--- config.mk ---
export PLATFORM = sky130hd
export DESIGN_NAME = ckd_ctrl
export DESIGN_NICKNAME = d
export VERILOG_FILES = /design/src/sv/ckd_pkg.sv /design/src/sv/ckd_ctrl.sv
export SDC_FILE = /design/constraint.sdc
export NUM_CORES = 1
export LEC_CHECK = 0
export ABC_AREA = 0
export BUFFER_PORTS_ARGS = -buffer_cell sky130_fd_sc_hd__buf_2
export CAP_MARGIN = 25
export CORE_AREA = 4 4 41 43
export DETAILED_ROUTE_END_ITERATION = 7
export DIE_AREA = 0 0 45 47
export PLACE_DENSITY = 0.57
export SETUP_SLACK_MARGIN = 0.02
export SYNTH_ARGS = -nofsm -noshare
export SYNTH_HDL_FRONTEND = slang
export SYNTH_SLANG_ARGS = --single-unit
--- constraint.sdc ---
create_clock -name clk -period 3.1 [get_ports clk]
set_input_delay 0.31 -clock clk [delete_from_list [all_inputs] [get_ports clk]]
set_output_delay 0.31 -clock clk [all_outputs]
set_load 0.1 [all_outputs]
--- src/sv/ckd_pkg.sv ---
`default_nettype none
package ckd_pkg;
  localparam int VALUE_BITS_DEF = 8;
  localparam int MAX_SEQ_DEF = 1024;
  localparam int LIMIT_W = 9;
  localparam int RUNS_W = 11;
  localparam int TOTAL_W = 20;
  localparam logic [LIMIT_W-1:0] LIMIT_RESET = 9'd1;

  typedef struct packed {
    logic clr_start;
    logic clr_step;
    logic begin_item;
    logic adm_wr;
    logic shr_hist;
    logic shr_wr;
    logic finish;
    logic win;
  } ckd_cmd_t;

  typedef struct packed {
    logic clr_done;
    logic full;
    logic shrink_needed;
  } ckd_sts_t;
endpackage
`default_nettype wire

--- src/sv/ckd_ctrl.sv ---
`default_nettype none
module ckd_ctrl import ckd_pkg::*; (
  input  wire logic     clk,
  input  wire logic     rst,
  input  wire logic     in_valid,
  output logic          in_stall,
  input  wire logic     in_start,
  output logic          out_load,
  input  wire logic     out_free,
  input  wire ckd_sts_t sts,
  output ckd_cmd_t      cmd
);
  typedef enum logic [3:0] {
    S_RCLR, S_IDLE, S_CLR, S_ADM_RD, S_ADM_WR, S_CHK, S_SHR_RD, S_SHR_H, S_SHR_WR,
    S_DONE
  } state_t;
  state_t state;
  logic win;

  assign in_stall = (state != S_IDLE) || !out_free;

  always_comb begin
    cmd = '0;
    cmd.win = win;
    cmd.begin_item = (state == S_IDLE) && in_valid && !in_stall;
    cmd.clr_start = cmd.begin_item && in_start;
    cmd.clr_step = (state == S_CLR) || (state == S_RCLR);
    cmd.adm_wr = (state == S_ADM_WR);
    cmd.shr_hist = (state == S_SHR_H);
    cmd.shr_wr = (state == S_SHR_WR);
    cmd.finish = (state == S_DONE);
  end
  assign out_load = (state == S_DONE);

  always_ff @(posedge clk) begin
    if (rst) begin
      state <= S_RCLR; win <= 1'b0;
    end else begin
      unique case (state)
        S_RCLR: if (sts.clr_done) state <= S_IDLE;
        S_IDLE: if (cmd.begin_item) begin
          win <= 1'b0;
          if (in_start) state <= S_CLR;
          else if (sts.full) state <= S_DONE;
          else state <= S_ADM_RD;
        end
        S_CLR: if (sts.clr_done) state <= S_ADM_RD;
        S_ADM_RD: state <= S_ADM_WR;
        S_ADM_WR: state <= S_CHK;
        S_CHK: begin
          if (sts.shrink_needed) state <= S_SHR_RD;
          else if (!win) begin win <= 1'b1; state <= S_ADM_RD; end
          else state <= S_DONE;
        end
        S_SHR_RD: state <= S_SHR_H;
        S_SHR_H: state <= S_SHR_WR;
        S_SHR_WR: state <= S_CHK;
        S_DONE: state <= S_IDLE;
        default: state <= S_IDLE;
      endcase
    end
  end
endmodule
`default_nettype wire

Word level (Yosys, flattened, before mapping)

Index checks and enable logic that the tools add are counted.

Logic and storage cells: 39
Input bits: 8
Output and inout bits: 10
Register bits after elaboration: 5

Muxes and demuxes: 11
Equal/unequal tests: 14
Reduce and logical (&&, ||, !) cells: 12

Operators by type and width:

| cell                                           | number |
|---|---|
| one-hot mux 4 bit (8 select lines)             | 1 |
| 2-to-1 mux 4 bit                               | 7 |
| == test 4 x 3 -> 1 bit (second input constant) | 4 |
| == test 4 x 2 -> 1 bit (second input constant) | 2 |
| == test 4 bit (second input constant)          | 2 |
| != test 2 bit (second input constant)          | 4 |
| AND reduction 3 bit                            | 2 |
| == test 4 x 1 -> 1 bit (second input constant) | 1 |
| logical NOT 4 bit                              | 1 |
| != test 4 x 1 -> 1 bit (second input constant) | 1 |
| logical AND 1 bit                              | 3 |
| logical NOT 1 bit                              | 2 |
| logical OR 1 bit                               | 2 |
| 2-to-1 mux 1 bit                               | 2 |
| one-hot mux 1 bit (2 select lines)             | 1 |
| nonzero test 2 bit                             | 1 |
| OR reduction 2 bit                             | 1 |

Logic depth before layout (Yosys ltp)

Depth in word-level cells: 6
Depth in mapped cells: 5
Depth with buffers taken out: 4

Least setup slack after synthesis

OpenSTA, ideal clock, no wires.

Path type: flip-flop to flip-flop
Start: reg state[3]
End: reg state[2]
Path slack: -1.134 ns
Library setup time: 0.087 ns
Path buffers: 1
Arrival: 4.147 ns
Period minus slack after synthesis: 4.234 ns
Cell stages (with the launch flop): 5
Data required time: 3.013 ns
Path through: dfxtp_1 -> buf_2 -> nor4b_1 -> nor2_1 -> a211oi_2

RTL lines:

| what                   | RTL line       | source |
|---|---|---|
| from (decl)            | ckd_ctrl.sv:17 | `state_t state;` |
| from (signal assigned) | ckd_ctrl.sv:37 | `state <= S_RCLR; win <= 1'b0;` |
| from (signal assigned) | ckd_ctrl.sv:40 | `S_RCLR: if (sts.clr_done) state <= S_IDLE;` |
| from (signal assigned) | ckd_ctrl.sv:43 | `if (in_start) state <= S_CLR;` |

==> flow_metrics.tcl <==
set metrics [dict create \
    fmax_mhz 446 \
    gp_congestion 0.675 \
    worstHoldPathCells 2 \
    start_kind "flip-flop" \
    rrSetupSlack_ns 1.63 \
    worst_pin_slew_ns 0.510 \
    drtAntennaViolNets 0 \
    drt-total-wl_um 954 \
    r2r_cells 4 \
    fin_worst_skew_ns 0.00817 \
    dp_cells 78 \
    wl_per_cell_um 11.6 \
    final-hold-violation-count 0 \
    min_from "rst" \
    nets 76 \
    slew_viol_final 0 \
    slew_headroom_pct 66.0 \
    arrival_ns 1.93 \
    dr.pass1.iters 2 \
    synth_warnings 0 \
    diodes 0 \
    required_ns 2.79 \
    start_util_pct 31.2 \
    grt_max_degree 16 \
    final_cell_area_um2 513 \
    cts_num_sinks 5 \
    core_um2 1300 \
    cts_setup_buffers 0 \
    grt_usage_pct 10.4 \
    ir_drop_v 0.000432 \
    ys_types 25 \
    avgSynthCellArea_um2 7.80 \
    netlist_instances 52 \
    n_fill_cell 148 \
    top_level_ports 18 \
    drc_errors 0 \
    whs_ns 0.278 \
    clockBufferDepth 2 \
    period_share_pct 72.3 \
    clk_pin_slew_ns 0.05 \
    max_cap_viol_count 0 \
    cts_tree "built" \
    via_per_inst 4.99 \
    ys_seq_area_share_pct 24.7 \
    finalSetupTns_ns 0 \
    leakagePower_nw 0.228 \
    cts_buffers 3 \
    rsz0062_at_grt "no" \
    syn_area_um2 405 \
    power.total_uw 328 \
    final_period_minus_worst_setup_slack_ns 2.24 \
    grt_antenna_before_repair 0 \
    dieHeight_um 47 \
    hold_end "state[2]$_SDFFE_PP0P_" \
    outcome "completed" \
    die_x_um 45 \
    drt_iter0_drc 8 \
    dieArea_um2 2120 \
    syn_to_final_growth_pct 26.5 \
    drive_above_1_share_pct 35.8 \
    worstSetupPathType "reg2out" \
    cts_hold_buf 0 \
    finalNonFillerCells 82 \
    port_buffers 17 \
    first_global_vias 370 \
    ys_ff_latch 5 \
    min_path_type "in2reg" \
    place_ws_ns 1.10 \
    final_util_pct 39.4 \
    end_kind "output pin" \
    grt_pass1_wl_mm 1.55 \
    cts_max_level 1 \
    cts_resized 0 \
    timing.rr.end "state[1]$_SDFFE_PP0P_" \
    clockRootBuffer "clkbuf_4" \
    grt_overflow_total 0 \
    vias 409 \
    setup_violations 0 \
    place_area_um2 487 \
    dp.final_hpwl_um 769 \
    fp-row-count 13 \
    synth_fp_nets 60 \
    worstSkewPairLatency_ns 0.24 \
    final.setup.worst_slack_ns 0.857 \
    critPathMaxFanout 15 \
    p_per_area_nw_per_um2 638 \
    r2r-start "state[2]$_SDFFE_PP0P_" \
]
synthesized netlist by cell type (all sizes together):
cell type  n  area (µm²)
nand2      4        15.0
a211oi     1        12.5
or2b       1        7.51
nor2       5        18.8
o221a      1        11.3
a311oi     1        8.76
a21oi      3        15.0
nor4b      3        26.3
a2bb2oi    1        8.76
nand2b     4        25.0
inv        2        7.51
o21ai      1        5.00
o221ai     1        8.76
o21ba      1        10.0
buf        6        43.8
a31oi      1        6.26
dfxtp      5         100
nor3       4        20.0
and2       2        12.5
and4b      1        10.0
nor4       3        25.0
a21o       1        7.51
cells in the final DEF (no fill, tap or decap):
cell type / netlist / routed
nand2_1: 4 / 4
o21ai_0: 1 / 1
a2bb2oi_1: 1 / 1
nor4b_2: 0 / 2
and2_1: 2 / 2
a311oi_1: 1 / 1
inv_1: 2 / 2
a21o_1: 1 / 1
a31oi_1: 1 / 1
clkbuf_1: 0 / 1
nor3_1: 4 / 4
o21ba_1: 1 / 1
buf_2: 2 / 17
clkbuf_4: 0 / 3
nor4_1: 2 / 2
or2b_1: 1 / 1
and4b_1: 1 / 1
nand2b_1: 4 / 4
a211oi_2: 1 / 1
dfxtp_1: 5 / 5
o221ai_1: 1 / 1
nor4b_1: 3 / 1
nor4_4: 0 / 1
o221a_1: 1 / 1
nor2_1: 5 / 5
a21oi_1: 3 / 3
layout make-up:
| type | count | area, µm² | area share (%) |
|---|---|---|---|
| Tap cell | 15 | 18.8 | 3.66 |
| Multi-Input combinational cell | 39 | 275 | 53.7 |
| Inverter | 2 | 7.51 | 1.46 |
| Timing Repair Buffer | 17 | 85.1 | 16.6 |
| Sequential cell | 5 | 100 | 19.5 |
| Clock buffer | 4 | 26.3 | 5.12 |
flip-flops by register name, summed over array words and instances (netlist names):
name	flops
win	1
state	4
layer usage:
| metal | track usage (%) | part of all wire (%) |
|---|---|---|
| met3 | 6.51 | 11 |
| met5 | 0 | 0 |
| met4 | 3.51 | 0 |
| met2 | 15.5 | 42 |
| met1 | 12.1 | 47 |
kinds of logic (layout without fill, tap and decap cells):
kind of cell / count (synthesis) / in the layout / synth area share (%)
compound gates: 12 / 12 / 23.1
simple gates: 27 / 27 / 39.5
buf+inv: 8 / 23 / 12.7
flops: 5 / 5 / 24.7
power breakdown:
group          internal [mW]  switching [mW]  total, mW  leakage, nW
combinational         0.0419           0.110      0.152        0.172
clock                 0.0487          0.0272     0.0760       0.0150
sequential            0.0728          0.0268     0.0996       0.0410
worst max path at each step:
stage	end	cells past startpoint	slack (ns)	startpoint
final	cmd[7]	4	0.86	state[0]$_SDFFE_PP0P_
after global routing	cmd[7]	4	0.73	state[0]$_SDFFE_PP0P_
after CTS	cmd[7]	4	0.84	state[0]$_SDFFE_PP0P_
after detailed placement	cmd[7]	4	1.10	state[0]$_SDFFE_PP0P_
after global placement	cmd[7]	4	1.16	state[0]$_SDFFE_PP0P_
after floorplan	cmd[6]	2	0.22	state[0]$_SDFFE_PP0P_
worst max-delay path: stages, from the launching register on:
cell      delay [ns]
dfxtp_1         0.60
nand2b_1        0.21
nor4_4          0.31
and2_1          0.17
buf_2           0.42
(Power assumes the default switching activity.)
